<file path="config.mk">
export PLATFORM = sky130hd
export DESIGN_NAME = mgt_front
export DESIGN_NICKNAME = d
export VERILOG_FILES = /design/src/hdl/mgt_pkg.sv /design/src/hdl/mgt_front.sv
export SDC_FILE = /design/constraint.sdc
export NUM_CORES = 1
export LEC_CHECK = 0
export CAP_MARGIN = 20
export CORE_UTILIZATION = 50
export DETAILED_ROUTE_END_ITERATION = 8
export DONT_BUFFER_PORTS = 1
export SLEW_MARGIN = 20
export SYNTH_ARGS = -nofsm -noshare
export SYNTH_HDL_FRONTEND = slang
export SYNTH_SLANG_ARGS = --single-unit
</file>
<file path="constraint.sdc">
create_clock -name clk -period 4.45 [get_ports clk]
set_input_delay 0.2225 -clock clk [delete_from_list [all_inputs] [get_ports clk]]
set_output_delay 0.2225 -clock clk [all_outputs]
set_load 0.01 [all_outputs]
</file>
<file path="src/hdl/mgt_pkg.sv">
package mgt_pkg;

    localparam int CFG_W  = 11;   // configuration register width
    localparam int IDX_W  = 20;   // vertex index width
    localparam int CNT_W  = 21;   // vertex count / reported face count width
    localparam int FCNT_W = 22;   // internal face counter width

    localparam int DEF_MAX_WIDTH  = 1024;
    localparam int DEF_MAX_HEIGHT = 1024;

    localparam int SDATA_W = 8;
    localparam int MDATA_W = 104;  // 3*IDX_W + 2*CNT_W = 102, padded to bytes

    localparam int REG_ADDR_W = 1;
    localparam logic [REG_ADDR_W-1:0] REG_IMAGE_WIDTH  = 1'd0;
    localparam logic [REG_ADDR_W-1:0] REG_IMAGE_HEIGHT = 1'd1;

    localparam logic [CFG_W-1:0] RST_IMAGE_WIDTH  = 11'd640;
    localparam logic [CFG_W-1:0] RST_IMAGE_HEIGHT = 11'd480;

    // line buffer word: mask bit above index
    typedef struct packed {
        logic             masked;
        logic [IDX_W-1:0] idx;
    } vtx_t;

    // pixel handed from the front stage to the face stage
    typedef struct packed {
        vtx_t             se;
        vtx_t             sw;
        logic             quad;       // pixel closes a 2x2 quad
        logic             frame_end;  // last pixel of the frame
        logic [CNT_W-1:0] verts;      // vertex count after this pixel
    } pix_t;

endpackage

</file>
<file path="src/hdl/mgt_front.sv">
module mgt_front #(
    parameter int MAX_WIDTH  = mgt_pkg::DEF_MAX_WIDTH,
    parameter int MAX_HEIGHT = mgt_pkg::DEF_MAX_HEIGHT,
    parameter int XW         = $clog2(MAX_WIDTH),
    parameter int YW         = $clog2(MAX_HEIGHT)
) (
    input  logic                                clk,
    input  logic                                rst_n,
    input  logic                                cfg_we,
    input  logic [mgt_pkg::REG_ADDR_W-1:0]      cfg_addr,
    input  logic [mgt_pkg::CFG_W-1:0]           cfg_wdata,
    input  logic                                accept,
    input  logic                                pixel_masked,
    output logic [XW-1:0]                       col,
    output mgt_pkg::vtx_t                       cur_vtx,
    output mgt_pkg::pix_t                       pix
);

    localparam int XCW = (XW + 1 > mgt_pkg::CFG_W) ? XW + 1 : mgt_pkg::CFG_W;
    localparam int YCW = (YW + 1 > mgt_pkg::CFG_W) ? YW + 1 : mgt_pkg::CFG_W;

    logic [mgt_pkg::CFG_W-1:0] width_reg, height_reg;
    logic [XW-1:0]             col_reg, col_next;
    logic [YW-1:0]             row_reg, row_next;
    logic [mgt_pkg::CNT_W-1:0] vc_reg, vc_next, vc_after;
    mgt_pkg::vtx_t             left_reg;

    logic [XCW-1:0] w_eff, col_p1;
    logic [YCW-1:0] h_eff, row_p1;
    logic           row_end, frame_end;

    always_comb
    begin
        if (XCW'(width_reg) < XCW'(2))
            w_eff = XCW'(2);
        else if (XCW'(width_reg) > XCW'(MAX_WIDTH))
            w_eff = XCW'(MAX_WIDTH);
        else
            w_eff = XCW'(width_reg);
        if (YCW'(height_reg) < YCW'(2))
            h_eff = YCW'(2);
        else if (YCW'(height_reg) > YCW'(MAX_HEIGHT))
            h_eff = YCW'(MAX_HEIGHT);
        else
            h_eff = YCW'(height_reg);
    end

    assign col_p1    = XCW'(col_reg) + XCW'(1);
    assign row_p1    = YCW'(row_reg) + YCW'(1);
    assign row_end   = (col_p1 >= w_eff);
    assign frame_end = row_end && (row_p1 >= h_eff);

    assign vc_after = pixel_masked ? vc_reg : vc_reg + mgt_pkg::CNT_W'(1);

    always_comb
    begin
        cur_vtx.masked = pixel_masked;
        cur_vtx.idx    = pixel_masked ? '0 : vc_reg[mgt_pkg::IDX_W-1:0];
        pix.se         = cur_vtx;
        pix.sw         = left_reg;
        pix.quad       = (col_reg != '0) && (row_reg != '0);
        pix.frame_end  = frame_end;
        pix.verts      = vc_after;
    end

    always_comb
    begin
        col_next = col_reg;
        row_next = row_reg;
        vc_next  = vc_after;
        if (row_end)
        begin
            col_next = '0;
            if (frame_end)
            begin
                row_next = '0;
                vc_next  = '0;
            end
            else
            begin
                row_next = row_reg + YW'(1);
            end
        end
        else
        begin
            col_next = col_reg + XW'(1);
        end
    end

    always_ff @(posedge clk or negedge rst_n)
    begin
        if (!rst_n)
        begin
            width_reg       <= mgt_pkg::RST_IMAGE_WIDTH;
            height_reg      <= mgt_pkg::RST_IMAGE_HEIGHT;
            col_reg         <= '0;
            row_reg         <= '0;
            vc_reg          <= '0;
            left_reg.masked <= 1'b1;
            left_reg.idx    <= '0;
        end
        else
        begin
            if (cfg_we)
            begin
                unique case (cfg_addr)
                    mgt_pkg::REG_IMAGE_WIDTH:  width_reg  <= cfg_wdata;
                    mgt_pkg::REG_IMAGE_HEIGHT: height_reg <= cfg_wdata;
                    default: ;
                endcase
            end
            if (accept)
            begin
                col_reg  <= col_next;
                row_reg  <= row_next;
                vc_reg   <= vc_next;
                left_reg <= cur_vtx;
            end
        end
    end

    assign col = col_reg;

endmodule

</file>
==> run metrics <==
outcome=completed; Setup-failing EPs final=0; async set-reset flop share out of synthesis=100.0%; crit path DAT=3.52 ns; clk sinks=84; fmax=267.0 MHz; Startpoint Class=flop; number of routed nets with antenna violations=0; fin. max-slew vios=0; Die X-Extent=102.7 um; largest net degree at the start of global routing=85; dominant synthesized flop cell=dfrtp_1; Pleak=2.353 nW; DRC viols=0; layout cells sized above 1=16.47%; antenna diode count=0; post-synthesis cell type count=55; CP Capture Type=output pin; Worst-path clk slew=0.09 ns; clk buf depth=2; root buffer cell=clkbuf_8; CP max stage delay=0.62 ns; final WL=11490 um; io pins=113; HPWL after detailed placement=7700 um; DR vias/cell=5.769; Fin. Hold Viols=0; EDFF count, synth=0; syn_nets=559; Pwr per Cell Area=429.2 mW/mm2; multi-input logic area=0.002636 mm2; Placed Cells=605; R2R Path End=vc_reg[4]$_DFFE_PN0P_; CP max-delay cell=o31ai_1; WS Path Type=flop to output pin; flops & latches, synth=84; clock skew=0.007996 ns; aggregate global routing overflow=0; core area=0.009819 mm2; first-pass GRT wire length=18510 um; Die Ht=102.7 um; dpl cell area=0.004990 mm2; worst endpoint required time=4.23 ns; die area=0.01055 mm2; Sequential cell area=0.002111 mm2; Post-Syn Instances=514; H-tree level count=3; Slew headroom=35.19%; most frequent cells in the layout=dfrtp_1, nand2_1, mux2_2; vias post-DR=3640; Layout fillers=887; router iterations before antenna repair=4; vias in the first global route=3570; clock buffer count from CTS=9; worst reg2reg path depth=11; hold_ws=0.01383 ns; syn_area_per_cell=9.868 um2; initial drt markers=154; worst hold path class=primary input to flop; Skew-Pair Late Insertion Delay=0.35 ns; R2R Setup Slk=0.87 ns; Ys Warns=0; FP Rows=36; CP endpoint=pix[21]; max_cap viols=0; initial antenna violation count=0; final critical-path share of the clock period=84.18%; nets=538; critical-path cell list=nor4_1 -> nand2_1 -> o31ai_1 -> nand2_1 -> ha_1 -> nand4_1 -> nor3_1 -> nor2_2 -> nor2_2; Worst setup startpoint=height_reg[9]$_DFFE_PN0P_; RSZ-0062 raised after global routing=false; CTS tree=yes; post-route design area=0.005308 mm2; Tot GR Track Use=23.11%; crit-path max FO=11; Finished Layout Cells=631; worst slew pin tran=0.9702 ns; Area Growth Syn to Fin=4.637%; port bufs=0; setup_tns=0 ns; Synth Cell Area=0.005072 mm2; register area share after synthesis=41.61%; commonest non-fill, non-tap cell in the layout=dfrtp_1; post-layout min period=3.746 ns; Starting Density=51.66%; routability-driven placement congestion ratio=0.7976; worst reg2reg path startpoint=height_reg[9]$_DFFE_PN0P_; maximum vdd ir drop=0.0002147 V; Avg WL per Cell=18.21 um
==> synth_stat cells (all sizes together) (3+ instances only) <==
| library cell | n | share of area (%) |
|---|---|---|
| xor2 | 12 | 2.1 |
| nand3 | 28 | 2.9 |
| o2bb2ai | 14 | 2.4 |
| nand4 | 9 | 1.4 |
| and3 | 10 | 1.2 |
| nor2 | 22 | 1.8 |
| a21o | 4 | 0.59 |
| ha | 28 | 6.9 |
| buf | 33 | 4.4 |
| or2 | 4 | 0.49 |
| o221ai | 3 | 0.52 |
| nor3 | 11 | 1.3 |
| clkbuf | 11 | 0.84 |
| a31oi | 4 | 0.49 |
| and4 | 4 | 0.74 |
| dfrtp | 77 | 38 |
| nand2 | 61 | 4.5 |
| inv | 16 | 1.2 |
| dfstp | 7 | 3.6 |
| nor4 | 5 | 0.62 |
| o22ai | 6 | 0.74 |
| mux2 | 43 | 9.5 |
| and2 | 3 | 0.37 |
| a21oi | 7 | 0.91 |
| o31ai | 4 | 0.69 |
| nand2b | 7 | 0.86 |
| xnor2 | 22 | 3.8 |
| o21ai | 30 | 3.0 |
| nor2b | 15 | 1.9 |
==> per-layer routing <==
metal  up-vias  track usage [%]  wire [um]
met5         -                0          0
met4         0            8.571        165
met3        15            5.085        690
met2       101            36.00       5294
met1      1768            31.59       5338
li1       1756                -          -
==> through the flow <==
step	power, W	util, %	setup WS (ns)
3_3_place_gp	0.001675	50.82	0.8556
3_5_place_dp	0.001699	50.82	0.7016
4_1_cts	0.002297	53.82	0.4334
2_1_floorplan	0.001572	-	1.457
5_1_grt	0.002434	54.05	0.4305
6_report	0.002278	54.05	0.7040
==> worst min path at each step <==
stage                       from                   endpoint  slack, ns  cells after the start
floorplan                  rst_n         col[0]$_DFFE_PN0P_      -0.07                      0
finish              cfg_wdata[4]   width_reg[4]$_DFFE_PN0P_       0.01                      1
CTS                 cfg_wdata[6]  height_reg[6]$_DFFE_PN1P_     0.0008                      1
detailed placement         rst_n        pix[41]$_DFFE_PN0P_      -0.07                      0
global route        cfg_wdata[8]  height_reg[8]$_DFFE_PN1P_      0.002                      1
global placement           rst_n        pix[41]$_DFFE_PN0P_      -0.07                      0
==> layout make-up <==
| type | instances | area share (%) |
|---|---|---|
| Multi-Input combinational cell | 369 | 49.67 |
| Clock buffer | 9 | 2.334 |
| Clock inverter | 7 | 1.391 |
| Timing Repair Buffer | 12 | 2.499 |
| Inverter | 17 | 1.202 |
| Tap cell | 133 | 3.135 |
| Sequential cell | 84 | 39.77 |
==> report_power, final <==
group	leakage [nW]	switching [W]	total [W]	internal [W]
sequential	1.05	0.000164	0.00104	0.000881
clock	0.106	0.000296	0.000561	0.000265
combinational	1.20	0.000386	0.000672	0.000286
total	2.35	0.000846	0.00228	0.00143
==> kinds of logic (layout without fill, tap and decap cells) <==
| kind of cell | count (synthesis) | in the layout | share of synthesized area [%] |
|---|---|---|---|
| XOR/XNOR | 34 | 34 | 5.871 |
| flip-flops | 84 | 84 | 41.61 |
| AO/OA/AOI/OAI | 81 | 81 | 10.88 |
| adder cells (fa/ha/maj) | 28 | 28 | 6.907 |
| AND/OR/NAND/NOR | 182 | 182 | 18.53 |
| multiplexers | 44 | 44 | 9.743 |
| buffers and inverters | 61 | 45 | 6.463 |
==> worst max-delay path: cells and delay by family (launching register included) <==
kind	cells	cell delay [ns]
AO/OA/AOI/OAI	1	0.62
adder cells (fa/ha/maj)	1	0.35
flip-flops	1	0.41
AND/OR/NAND/NOR	7	1.79
==> what timing repair did <==
action                                  CTS  global route
resized for setup                         0             0
hold endpoints to repair                102             2
setup buffers                             0             0
hold buffers                              8             2
endpoints found under the setup margin    0             0
Note: power is estimated with default switching activity, not from simulation.
