`src/hdl/mgt_pkg.sv`:
```
package mgt_pkg;

    localparam int CFG_W  = 11;   // configuration register width
    localparam int IDX_W  = 20;   // vertex index width
    localparam int CNT_W  = 21;   // vertex count / reported face count width
    localparam int FCNT_W = 22;   // internal face counter width

    localparam int DEF_MAX_WIDTH  = 1024;
    localparam int DEF_MAX_HEIGHT = 1024;

    localparam int SDATA_W = 8;
    localparam int MDATA_W = 104;  // 3*IDX_W + 2*CNT_W = 102, padded to bytes

    localparam int REG_ADDR_W = 1;
    localparam logic [REG_ADDR_W-1:0] REG_IMAGE_WIDTH  = 1'd0;
    localparam logic [REG_ADDR_W-1:0] REG_IMAGE_HEIGHT = 1'd1;

    localparam logic [CFG_W-1:0] RST_IMAGE_WIDTH  = 11'd640;
    localparam logic [CFG_W-1:0] RST_IMAGE_HEIGHT = 11'd480;

    // line buffer word: mask bit above index
    typedef struct packed {
        logic             masked;
        logic [IDX_W-1:0] idx;
    } vtx_t;

    // pixel handed from the front stage to the face stage
    typedef struct packed {
        vtx_t             se;
        vtx_t             sw;
        logic             quad;       // pixel closes a 2x2 quad
        logic             frame_end;  // last pixel of the frame
        logic [CNT_W-1:0] verts;      // vertex count after this pixel
    } pix_t;

endpackage

```
`src/hdl/mgt_faces.sv`:
```
module mgt_faces (
    input  logic                          clk,
    input  logic                          rst_n,
    input  logic                          accept,
    input  mgt_pkg::pix_t                 pix_in,
    input  mgt_pkg::vtx_t                 ne,
    output logic                          ready,
    output logic                          out_valid,
    input  logic                          out_ready,
    output logic [mgt_pkg::MDATA_W-1:0]   out_data,
    output logic                          out_last
);

    localparam int IW = mgt_pkg::IDX_W;

    mgt_pkg::pix_t              pix_reg;
    logic                       s1_valid_reg;
    logic                       sel_reg;
    mgt_pkg::vtx_t              ul_reg;
    logic [mgt_pkg::FCNT_W-1:0] fc_reg, fc_next;
    logic                       ovalid_reg;
    logic [mgt_pkg::MDATA_W-1:0] odata_reg;
    logic                       olast_reg;

    mgt_pkg::vtx_t nw, sw, se;
    logic          diag1, diag2, t0, t1, has_face, last, out_free, emit, done;
    logic [IW-1:0] a0, b0, c0, a1, b1, c1, ca, cb, cc;
    logic [mgt_pkg::FCNT_W-1:0] fc_inc;

    always_comb
    begin
        nw = ul_reg;
        sw = pix_reg.sw;
        se = pix_reg.se;
        diag1 = !nw.masked && !se.masked;
        diag2 = !diag1 && !ne.masked && !sw.masked;
        t0 = pix_reg.quad && (diag1 ? !ne.masked : (diag2 && !nw.masked));
        t1 = pix_reg.quad && (diag1 ? !sw.masked : (diag2 && !se.masked));
        if (diag1)
        begin
            a0 = se.idx; b0 = ne.idx; c0 = nw.idx;
            a1 = sw.idx; b1 = se.idx; c1 = nw.idx;
        end
        else
        begin
            a0 = sw.idx; b0 = ne.idx; c0 = nw.idx;
            a1 = sw.idx; b1 = se.idx; c1 = ne.idx;
        end
        if (sel_reg || !t0)
        begin
            ca = a1; cb = b1; cc = c1;
        end
        else
        begin
            ca = a0; cb = b0; cc = c0;
        end
        has_face = t0 || t1;
        last     = sel_reg || !(t0 && t1);
        out_free = !ovalid_reg || out_ready;
        emit     = s1_valid_reg && has_face && out_free;
        done     = s1_valid_reg && (!has_face || (emit && last));
        fc_inc   = fc_reg + mgt_pkg::FCNT_W'(1);
    end

    assign ready = !s1_valid_reg || done;

    always_comb
    begin
        fc_next = emit ? fc_inc : fc_reg;
        if (done && pix_reg.frame_end)
            fc_next = '0;
    end

    always_ff @(posedge clk or negedge rst_n)
    begin
        if (!rst_n)
        begin
            s1_valid_reg <= 1'b0;
            sel_reg      <= 1'b0;
            ul_reg.masked <= 1'b1;
            ul_reg.idx   <= '0;
            fc_reg       <= '0;
            ovalid_reg   <= 1'b0;
        end
        else
        begin
            if (accept)
                s1_valid_reg <= 1'b1;
            else if (done)
                s1_valid_reg <= 1'b0;
            if (emit)
                sel_reg <= !last;
            if (done)
                ul_reg <= ne;
            fc_reg <= fc_next;
            if (emit)
                ovalid_reg <= 1'b1;
            else if (out_ready)
                ovalid_reg <= 1'b0;
        end
    end

    always_ff @(posedge clk)
    begin
        if (accept)
            pix_reg <= pix_in;
        if (emit)
        begin
            odata_reg <= {2'b00, pix_reg.verts, fc_inc[mgt_pkg::CNT_W-1:0], cc, cb, ca};
            olast_reg <= last;
        end
    end

    assign out_valid = ovalid_reg;
    assign out_data  = odata_reg;
    assign out_last  = olast_reg;

endmodule
```
`config.mk`:
```
export PLATFORM = sky130hd
export DESIGN_NAME = mgt_faces
export DESIGN_NICKNAME = d
export VERILOG_FILES = /design/src/hdl/mgt_pkg.sv /design/src/hdl/mgt_faces.sv
export SDC_FILE = /design/constraint.sdc
export NUM_CORES = 1
export LEC_CHECK = 0
export BUFFER_PORTS_ARGS = -buffer_cell sky130_fd_sc_hd__buf_2
export CORE_MARGIN = 2
export CORE_UTILIZATION = 45
export DETAILED_ROUTE_END_ITERATION = 6
export PLACE_DENSITY = 0.69
export REMOVE_ABC_BUFFERS = 1
export SYNTH_ARGS = -nofsm -noshare
export SYNTH_HDL_FRONTEND = slang
export SYNTH_SLANG_ARGS = --single-unit
```
`constraint.sdc`:
```
create_clock -name clk -period 8.6 [get_ports clk]
set_input_delay 0.43 -clock clk [delete_from_list [all_inputs] [get_ports clk]]
set_output_delay 0.43 -clock clk [all_outputs]
set_load 0.01 [all_outputs]
```
==> results of run 1 <==
==> power breakdown <==
group / leakage [nW] / total (mW) / switching [mW] / internal (mW)
Combinational: 1.42 / 0.155 / 0.0824 / 0.0729
Sequential: 2.19 / 1.21 / 0.0221 / 1.19
Clock: 0.332 / 0.891 / 0.366 / 0.525
==> worst max-delay path, cell delays in order, from the launching register on <==
cell and delay, ns:
sky130_fd_sc_hd__edfxtp_1 0.48, sky130_fd_sc_hd__a211oi_1 0.47, sky130_fd_sc_hd__o2111ai_2 0.14, sky130_fd_sc_hd__buf_4 0.27
sky130_fd_sc_hd__inv_4 0.45, sky130_fd_sc_hd__buf_4 0.69
==> logic make-up after synthesis <==
kind of cell	after synthesis	synth area share
flip-flops	213	0.762
XOR/XNOR	20	0.0216
AO/OA/AOI/OAI	49	0.0360
adder cells (fa/ha/maj)	1	0.00155
AND/OR/NAND/NOR	68	0.0474
multiplexers	82	0.114
buffers and inverters	25	0.0167
other	1	0.000463
==> worst max path at each step <==
stage	start	end	slack, ns	depth (start not counted)
detailed placement	ne[20]	out_data[93]	5.60	6
global placement	ne[20]	out_data[93]	5.70	6
floorplan	nw[20]	out_data[0]	3.95	3
CTS	pix_reg[64]	out_data[35]	5.64	5
global route	pix_reg[64]	out_data[70]	5.46	5
finish	pix_reg[64]	out_data[93]	5.64	5
==> routing by layer <==
metal,part of all wire,vias up,track usage
met4,0.015,4,0.0365
met3,0.098,29,0.0655
met2,0.48,185,0.270
met5,0.0021,-,0
li1,-,2168,-
met1,0.40,2249,0.197
==> layout by cell type, fill, tap and decap left out, drive strengths merged, types with 4 or more instances in the layout <==
cell type    n
buf        200
edfxtp     168
mux2        81
dfrtp       44
clkbuf      27
a21oi       20
nor2        13
nand2       12
or4         12
o21ai       12
xor2        11
o31ai       10
xnor2        9
or3          9
clkinv       9
nand3        8
nand4        4
inv          4
==> metrics by stage <==
step           power (mW)  setup WS (ns)  cells
4_1_cts              2.28           5.64    907
5_1_grt              2.35           5.46    908
6_report             2.25           5.64    909
3_3_place_gp         1.38           5.70    868
3_5_place_dp         1.39           5.60    868
2_1_floorplan        1.31           3.95    439
==> cell type report <==
class | count | area, um^2
diodes | 2 | 5.00
clock buffers | 27 | 601
clock inverters | 12 | 87.6
fillers | 1435 | 7790
inverters | 4 | 17.5
multi-input cells | 222 | 1810
flip-flops and latches | 213 | 6170
well taps | 229 | 287
repair buffers | 200 | 1020
==> run summary, run 1 <==
The total standard cell area after synthesis was 0.00810 mm^2; the count of input and output buffers was 194. The path category of the worst min-delay check is in2reg. The worst slew margin relative to its limit is 0.272.

For this run, the leading register cell type out of synthesis is sky130_fd_sc_hd__edfxtp_1. The cell depth of the worst hold path came out at 1. The top-area cell type share of the netlist area was 0.623. STA classifies the critical path startpoint as a register. Across the run, the number of max-cap violations was 0. Setup repair after global routing left no endpoint under its margin.

Fmax: 338 MHz. Synthesis produced a netlist whose cell count is 459. The setup slack of the most critical reg-to-reg path was 5.64 ns; the count of hold buffers inserted by post-cts repair was 0. Measured along the x axis, the die boundary spans 138 um.

The end of the worst register-to-register path was out_data[93]. The logs give 22 for the number of clock buffers inserted by TritonCTS and 10.5 mm for the HPWL after detailed placement. The chip height was 138 um; the via density per instance was 5.10. In this run, the number of DRC markers left after iteration 0 of detailed routing was 259. Adding up every negative setup slack in the final design gives 0 ns.

The peak fanout along the critical path is 60. The die covers 0.0191 mm^2. At the end of routability-driven placement, the weighted congestion stood at 0.762. The run gives 0 as the number of failing hold endpoints at the final stage. The tools report the startpoint of the most critical register-to-register path as pix_reg[64]. The synthesized design contains 213 register bits. Data on the critical path is required at its endpoint by 8.71 ns. The relative area change from synthesis to final layout was 23.4%. The run gives 0.161 as the global router's overall resource usage.

For this run, the post-layout net count is 754. The share of the clock period used by the worst path was 0.344. Counting distinct cell types in the post-synthesis netlist gives 41.

After routing the design area is 0.00999 mm^2. The first detailed-routing pass ran for 4 iterations. The count of H-tree levels built during CTS is 1. After clock tree synthesis, the repair step resized 0 gates.

Pin count of the biggest net entering global routing: 61. For the final core area utilization, the log shows 0.562. The setup path with the least slack is of type reg2reg.

The end of the worst hold path was b1[17]. Worst-case reg-to-reg path depth: 5. The initial antenna violation count came out at 4. The number of pins with negative max-slew slack in the final report was 0; the flip-flop count of the largest register, all copies and words added was 102. The clock arrives with 0.0124 ns of skew. By area the synthesized netlist is led by sky130_fd_sc_hd__edfxtp_1, sky130_fd_sc_hd__dfrtp_1, sky130_fd_sc_hd__mux2_2. The tools report the initial core utilization as 0.455. The fraction of registers with async set/reset is 0.211.

Number of sinks on the clock net: 213. After clock tree synthesis, the clock-pin slew on the worst setup and hold paths is 0.06 ns. Dividing the detail-routed wire length by the instance count gives 17.2 um. After clock tree synthesis, the setup repair step added 0 buffers.

The later pin in the worst-skew pair is clocked with a latency of 0.49 ns. The DRC violations left is 0, and the number of flops mapped to enable cells by yosys is 168. The fraction of layout cells with a size suffix above 1 was 0.476; the number of rows in the core area was 49. TritonCTS built the clock tree. The arrival time at the worst endpoint came out at 3.07 ns. The largest area contributor in the netlist was sky130_fd_sc_hd__edfxtp_1. Summed over all cells, the static leakage comes to 3.94 nW.

Wires add up to 15.7 mm. At the pin with the least slew margin, the transition time is 1.09 ns. Yosys printed 0 warnings. IR analysis of the VDD net gives a maximum drop of 0.158 mV. The first global-routing pass estimated 24.7 mm of wire. The per-instance average area after synthesis was 17.6 um^2; the top-level I/O count was 197.

The tools report the origin of the worst min-delay path as pix_in[61]. The worst setup path is captured at a register. The flow ran to the end, and the final reports show no timing, DRC or antenna violations. The detailed-route via count is 4635. The core area came out at 0.0178 mm^2.

Minimum period implied by the final worst setup slack: 2.96 ns. The register area share after synthesis is 0.762. Maximum number of buffers from clock root to sink: 3.

Setup violations remaining at the end of the flow were counted as 0. The power density over the cells works out to 226 mW/mm^2. Most repeated cell in the gate-level netlist after synthesis: sky130_fd_sc_hd__edfxtp_1.

By count the netlist is led by sky130_fd_sc_hd__edfxtp_1, sky130_fd_sc_hd__mux2_2, sky130_fd_sc_hd__dfrtp_1. For the via count of the first global-routing pass, the log shows 4758. CTS placed an instance of sky130_fd_sc_hd__clkbuf_16 at the clock tree root.

For the post-detailed-route count of antenna-violating nets, the log shows 0. Final hold analysis gives a worst-case slack of 0.110 ns. The logs give 0 for the global-route congestion overflow total and 0.00930 mm^2 for the placement-stage cell area.
Note: power is estimated with default switching activity, not from simulation.
==> inputs of run 2 (changes only) <==
==> constraint.sdc (replaced) <==
create_clock -name clk -period 3.05 [get_ports clk]
set_input_delay 0.1525 -clock clk [delete_from_list [all_inputs] [get_ports clk]]
set_output_delay 0.1525 -clock clk [all_outputs]
set_load 0.01 [all_outputs]
==> run 2 against run 1 <==
  * Fmax up 25%
  * Clock skew grew 0.0019 ns
  * Setup slack got worse by 5.0 ns
  * Cell count is 9.7% higher
  * Global-route usage increased by 2.5 points
  * Flip-flop and latch count stayed put
  * Critical path type unchanged
  * Critical endpoint is now fc_reg[16]
  * Total power rose to 2.9 times the previous value
  * Largest cell class unchanged
  * Sequential share of layout area is 5.3 points lower
  * Die area unchanged
  * Non-clock buffer count grew 89
  * Highest routed layer is now met4
==> run summary, run 2 (synthesis gave the netlist of run 1 again) <==
The run finished with clean final reports. The global-route wire length before repair was 28.3 mm. The final clock skew is 0.0142 ns.

Power spread over the standard cell area amounts to 601 mW/mm^2. The clock passes through at most 3 buffers. Traced cell by cell, the critical path runs through ha_1 -> nand2_1 -> or4_1 -> or4_1 -> a21oi_1. Most common cell after layout, fill and taps aside: sky130_fd_sc_hd__buf_2. Setup repair after global routing left no endpoint under its margin. For the via count of the first global-routing pass, the log shows 5391. TritonCTS built the clock tree.

Summed over all cells, the static leakage comes to 4.33 nW. The fraction of layout cells with a size suffix above 1 is 0.422, and the core area is 0.0178 mm^2. The number of hold buffers added after CTS was 87. The number of max-capacitance violations reported was 0; the number of sinks on the clock net was 213.

For this run, the slowest stage of the critical path takes 0.76 ns. After detailed routing, the number of remaining DRC violations is 0. The congestion estimate from routability-driven global placement came to 0.788. The floorplan step set the die width to 138 um.

Fraction of power consumed by sequential logic: 0.520. For the top-level I/O count, the log shows 197. In this run the worst path has a maximum fanout of 15. The area growth from synthesis to layout is 34.9%. The clock transition time at the flip-flop clock pins of the worst setup and hold paths was 0.06 ns; the pin count of the biggest net entering global routing was 46. The cell repeated most along the worst path is sky130_fd_sc_hd__or4_1.

Post-CTS repair changed the size of 0 cells. The initial antenna violation count came out at 0. In the final layout, flip-flops and latches occupy 0.00617 mm^2. In this run, the number of DRC markers left after iteration 0 of detailed routing was 232.

The startpoint of the most critical register-to-register path was fc_reg[0]. The logs give 0 for the number of pins with negative max-slew slack in the final report and 423 MHz for the fmax. The critical path in this run is classified as reg2reg. For this block, the routed nets add up to 17.9 mm of wire. The finished layout holds 997 standard cells, fillers aside. The min-delay analysis places its worst path in the category in2reg. Buffers inserted during clock tree synthesis total 22.

The total overflow left after global routing is 0. The worst setup margin is 0.686 ns. The via density per instance is 5.10, and the share of the clock period used by the worst path is 0.775.

Critical path endpoint category: a register. The tools report the count of H-tree levels built during CTS as 1. In this run the most critical hold path is launched from out_ready. The post-detailed-route count of antenna-violating nets is 0. The initial core utilization was 0.455; the count of antenna diodes in the layout was 0. The run gives 5 as the number of iterations in the first detailed-routing pass. Dividing the detail-routed wire length by the instance count gives 17.9 um.

The register with the most flip-flops in the layout has 102 of them. The library cells used most frequently in the layout, excluding fill and tap cells, are sky130_fd_sc_hd__buf_2, sky130_fd_sc_hd__edfxtp_1, sky130_fd_sc_hd__dlygate4sd3_1. The die covers 0.0191 mm^2. The minimum period implied by the final worst setup slack came out at 2.36 ns. End of the worst hold path: out_valid. In this run the vertical extent of the chip is 138 um. Total power for the finished layout comes to 6.56 mW. The setup violation total in the final timing report is 0.

In this run the critical register-to-register path is captured at fc_reg[16]. Root buffer cell: sky130_fd_sc_hd__clkbuf_16. Counting instances, the worst hold path has a depth of 3. The arrival time at the worst endpoint came out at 2.76 ns.

For the worst flop-to-flop path, the logic depth is 5. The run gives 0.50 ns as the clock latency at the later pin of the worst-skew pair. The final core area utilization is 0.614. The number of placed instances, taps included was 870; the worst voltage drop across the vdd grid was 0.438 mV. Internal power comes to 5.16 mW.

The post-CTS setup buffer count was 0; the global router's overall resource usage was 0.186. Summed over all nets, the switching power comes to 1.40 mW. At the placement stage, the worst setup path has a slack of 0.706 ns.

The count of input and output buffers came out at 194. After the last flow step, the layout net total stands at 843. The worst slew margin relative to its limit was 0.268; the setup slack of the most critical reg-to-reg path was 0.69 ns. The share of total power consumed by net switching works out to 0.213. The logs give 5080 for the detailed-route via count and 49 for the number of rows in the core area.

The run gives 0.083 as the combinational fraction of design power. The HPWL after detailed placement was 10.8 mm. The startpoint type of the worst setup path is a register. The number of failing hold endpoints at the final stage was 0; the number of fill cells was 1329. At the pin with the least slew margin, the transition time is 1.10 ns. The critical path's slowest cell is sky130_fd_sc_hd__or4_1. Summing all multi-input logic gate instances after layout gives 0.00181 mm^2.

The required time of the critical path was 3.45 ns. The clock network fraction of total power came out at 0.397.
-- run 2: cell count changes in the layout (fill, tap and decap cells not counted), sizes merged --
| cell | previous run | this run |
|---|---|---|
| clkinvlp | 2 | 0 |
| dlygate4sd3 | 0 | 87 |
| bufinv | 1 | 2 |
| clkbuf | 27 | 31 |
| clkinv | 9 | 7 |
| buf | 200 | 202 |
| diode | 2 | 0 |
-- run 2: metrics by stage --
stage	area, um^2	hold slack (ns)	setup TNS, ns
after global placement	9350	0.329	0
after floorplan	7980	-0.143	-165.00
after detailed placement	9350	0.331	0
after global routing	10900	0.0824	0
final	10900	0.0733	0
after CTS	10900	0.0559	0
-- run 2: area by class of cell --
type,instances,area share
Tap cell,229,0.0262
Inverter,4,0.00160
Sequential cell,213,0.565
Timing Repair Buffer,289,0.178
Multi-Input combinational cell,222,0.165
Clock inverter,9,0.00951
Clock buffer,31,0.0544
-- run 2: power groups by stage --
stage	Sequential (mW)	Clock, mW	Combinational [mW]
after global routing	3.42	2.76	0.594
after floorplan	3.48	0	0.210
after CTS	3.41	2.65	0.550
after global placement	3.45	0	0.440
final	3.41	2.60	0.547
after detailed placement	3.46	0	0.461
-- run 2: worst max-delay path: cells and delay by family (launching register included) --
| family | cells | cell delay, ns |
|---|---|---|
| flops | 1 | 0.38 |
| compound gates | 1 | 0.18 |
| simple gates | 3 | 1.42 |
| fa+ha+maj | 1 | 0.29 |
-- run 2: worst max path at each step --
stage,to,slack [ns],cells past startpoint,start
finish,fc_reg[16],0.69,5,fc_reg[0]
floorplan,out_data[0],-1.60,3,nw[20]
global placement,fc_reg[20],0.80,5,fc_reg[0]
CTS,fc_reg[16],0.68,5,fc_reg[0]
detailed placement,out_data[55],0.71,4,nw[20]
global route,fc_reg[16],0.55,5,fc_reg[1]
-- run 2: routing by layer --
metal	part of all wire	global-route usage	vias up
met4	0.032	0.0602	0
met2	0.51	0.324	198
li1	-	-	2346
met1	0.39	0.223	2499
met5	0	0	-
met3	0.074	0.0547	37
==> inputs of run 3 (changes only) <==
==> constraint.sdc (replaced) <==
create_clock -name clk -period 2.2 [get_ports clk]
set_input_delay 0.11 -clock clk [delete_from_list [all_inputs] [get_ports clk]]
set_output_delay 0.11 -clock clk [all_outputs]
set_load 0.01 [all_outputs]
==> run 3 against run 2 <==
  * Non-clock buffer count rose by 13
  * Critical path type is now reg2out
  * Clock power up 40%
  * Combinational power rose by 45%
  * Sequential share of layout area down 0.94 points
  * Via count rose by 0.49%
  * First-iteration DRC count down 17%
  * Hold slack lost 0.0066 ns
  * Core utilization is 1.0 points higher
  * Count of clock-buffer cells in the layout down 4
  * Largest cell class unchanged
  * Design area increased by 1.7%
  * Critical endpoint is now ready
  * Wire length increased by 1.0%
  * Setup slack lost 0.61 ns
==> run summary, run 3 (synthesis gave the netlist of run 1 again) <==
Once placement completed, the tool counted placed cells totaling 882. For this run, the top clock speed supported by timing is 470 MHz. Summing over every cut layer, the via total after detailed routing is 5105.

In this run the static leakage power is 4.43 nW. The clock passes through at most 3 buffers. Critical path endpoint category: a primary output. Summed over all failing endpoints, the final setup total negative slack is 0 ns.

The global-route congestion overflow total was 0. The x dimension of the die was 138 um. The tools report the initial core utilization as 0.455.

Grouping stages by cell kind, the critical path spends the most delay in compound AO/OA/AOI/OAI gates. Dividing total power by cell area gives a power density of 826 mW/mm^2. The critical path goes through a211oi_2 -> o211ai_1 -> or2_2 -> buf_2. IR analysis of the VDD net gives a maximum drop of 0.749 mV.

Clock-pin slew was measured on the worst setup and hold paths at 0.06 ns. The tools report the top-level I/O count as 197. The highest cell delay on the worst timing path is 0.47 ns, and the worst setup margin is 0.0715 ns. For the number of sinks on the clock net, the log shows 213. The global router's overall resource usage is 0.184, and the clock latency at the later pin of the worst-skew pair is 0.49 ns. The relative area change from synthesis to final layout is 37.1%, and the HPWL after detailed placement is 11.2 mm.

Setup violations remaining at the end of the flow were counted as 0. In the routed layout, each cell is associated on average with a via count of 5.05. The region available for standard cell placement spans 0.0178 mm^2. Along the worst path, the maximum fanout reaches 4. The count of nets left with antenna violations once routing finished came out at 0. For the count of antenna diodes in the layout, the log shows 0. The overall die area was 0.0191 mm^2; the final clock skew was 0.00826 ns. In the final layout, the multi-input gates occupy 0.00183 mm^2. Fill cells in the final layout number 1320. After detailed routing, the average wire length per cell comes to 17.9 um. The tools report the total wire length after detailed routing as 18.1 mm. For the first-iteration detailed-routing DRC count, the log shows 192. The count of buffers added on input and output ports is 194. Via count of the first global-routing pass: 5517.

The run gives 0 as the initial antenna violation count. Registers take 0.00617 mm^2. The logs give 49 for the number of rows in the core area and 1011 for the final standard cell count with taps included and fillers excluded.

The run gives 2.09 ns as the required time of the critical path. TritonCTS built the clock tree. STA classifies the critical path startpoint as a register.

The chip height was 138 um; the arrival time at the worst endpoint was 2.02 ns. The number of iterations in the first detailed-routing pass came out at 4. The tools report the number of pins with negative max-slew slack in the final report as 0. The library cells used most frequently in the layout, excluding fill and tap cells, are sky130_fd_sc_hd__buf_2, sky130_fd_sc_hd__edfxtp_1, sky130_fd_sc_hd__dlygate4sd3_1. The fraction of layout cells with a size suffix above 1 works out to 0.440.

The minimum period implied by the final worst setup slack was 2.13 ns. Clock tree synthesis inserted a total of 23 buffers. In the routed design, unresolved DRC markers number 0. Flip-flop count of the largest register, all copies and words added: 102. The library cell used most frequently in the layout, excluding fill and tap cells, is sky130_fd_sc_hd__buf_2. Clock tree synthesis selected as its root buffer the cell sky130_fd_sc_hd__clkbuf_16. The share of the clock period used by the worst path works out to 0.968. Prior to clock tree synthesis, the placed netlist has a worst setup slack of 0.0983 ns.

The critical path's slowest cell was sky130_fd_sc_hd__edfxtp_1. The number of failing hold endpoints at the final stage is 0. By startpoint and endpoint, the worst setup path is classified as reg2out. The count of H-tree levels built during CTS is 1, and the buffers plus inverters on the worst setup path is 1. In this run the worst hold path is classified as in2reg. Across the run, the number of max-cap violations was 0. The final core area utilization was 0.624; the overall power was 9.17 mW. Entering global routing, the biggest net connects 64 pins. The run finished with clean final reports. The global-route wire length before repair is 28.3 mm. The final net count is 857, and the routability-driven placement congestion ratio is 0.804.
==> run 3: cell count changes in the layout (fill, tap and decap cells not counted), moves of 2 or more <==
cell	before	now
sky130_fd_sc_hd__a211oi_1	2	0
sky130_fd_sc_hd__clkinv_1	2	4
sky130_fd_sc_hd__clkinv_2	4	7
sky130_fd_sc_hd__buf_4	5	14
sky130_fd_sc_hd__clkbuf_1	8	3
sky130_fd_sc_hd__buf_12	3	6
==> run 3: path summary, 6_finish.rpt <==
| check | from | endpoint | slack [ns] | depth (start not counted) |
|---|---|---|---|---|
| worst min register to register | pix_reg[20] | out_data[101] | 0.42 | 0 |
| worst max register to register | fc_reg[0] | fc_reg[16] | 0.20 | 5 |
| worst min-delay path | out_ready | out_valid | 0.07 | 3 |
| max in group asynchronous | rst_n | nw[20] | 1.33 | 3 |
| worst max-delay path | pix_reg[64] | ready | 0.07 | 4 |
| min in group asynchronous | rst_n | fc_reg[5] | 0.08 | 2 |
==> run 3: worst min-delay path, cell delays in order <==
cell,delay (ns)
sky130_fd_sc_hd__buf_2,0.07
sky130_fd_sc_hd__nand2b_1,0.21
sky130_fd_sc_hd__nand2_1,0.10
==> run 3: timing repair <==
action | in CTS | in global routing
hold endpoints to repair | 143 | 0
hold buffers | 88 | 0
buffers inserted | 0 | 0
endpoints found under the setup margin | 1 | 2
gates resized for setup | 1 | 4
==> run 3: final cells by class <==
class	instances	share of cell area
clock inverter	14	0.0106
tap	229	0.0258
timing repair buffer	302	0.187
inverter	4	0.00158
clock buffer	27	0.0541
multi-input combinational	222	0.165
sequential	213	0.556
==> run 3: power breakdown <==
group	switching [mW]	leakage [nW]	internal (mW)
Sequential	0.0944	2.19	4.64
Clock	1.47	0.356	2.18
Combinational	0.368	1.89	0.424
Total	1.93	4.43	7.24
==> run 3: layer usage <==
metal / wire length (um) / track usage / vias to the layer above
met5: 0 / 0 / -
met4: 339 / 0.0510 / 0
met3: 1400 / 0.0575 / 31
met2: 9180 / 0.321 / 195
met1: 7160 / 0.223 / 2507
li1: - / - / 2372
==> run 3: metrics by stage <==
| stage | cell area [um^2] | hold slack (ns) |
|---|---|---|
| 3_5_place_dp | 9480 | 0.0414 |
| 2_1_floorplan | 7980 | -0.186 |
| 6_report | 11100 | 0.0666 |
| 5_1_grt | 11100 | 0.0675 |
| 4_1_cts | 11100 | 0.0422 |
| 3_3_place_gp | 9480 | 0.0397 |
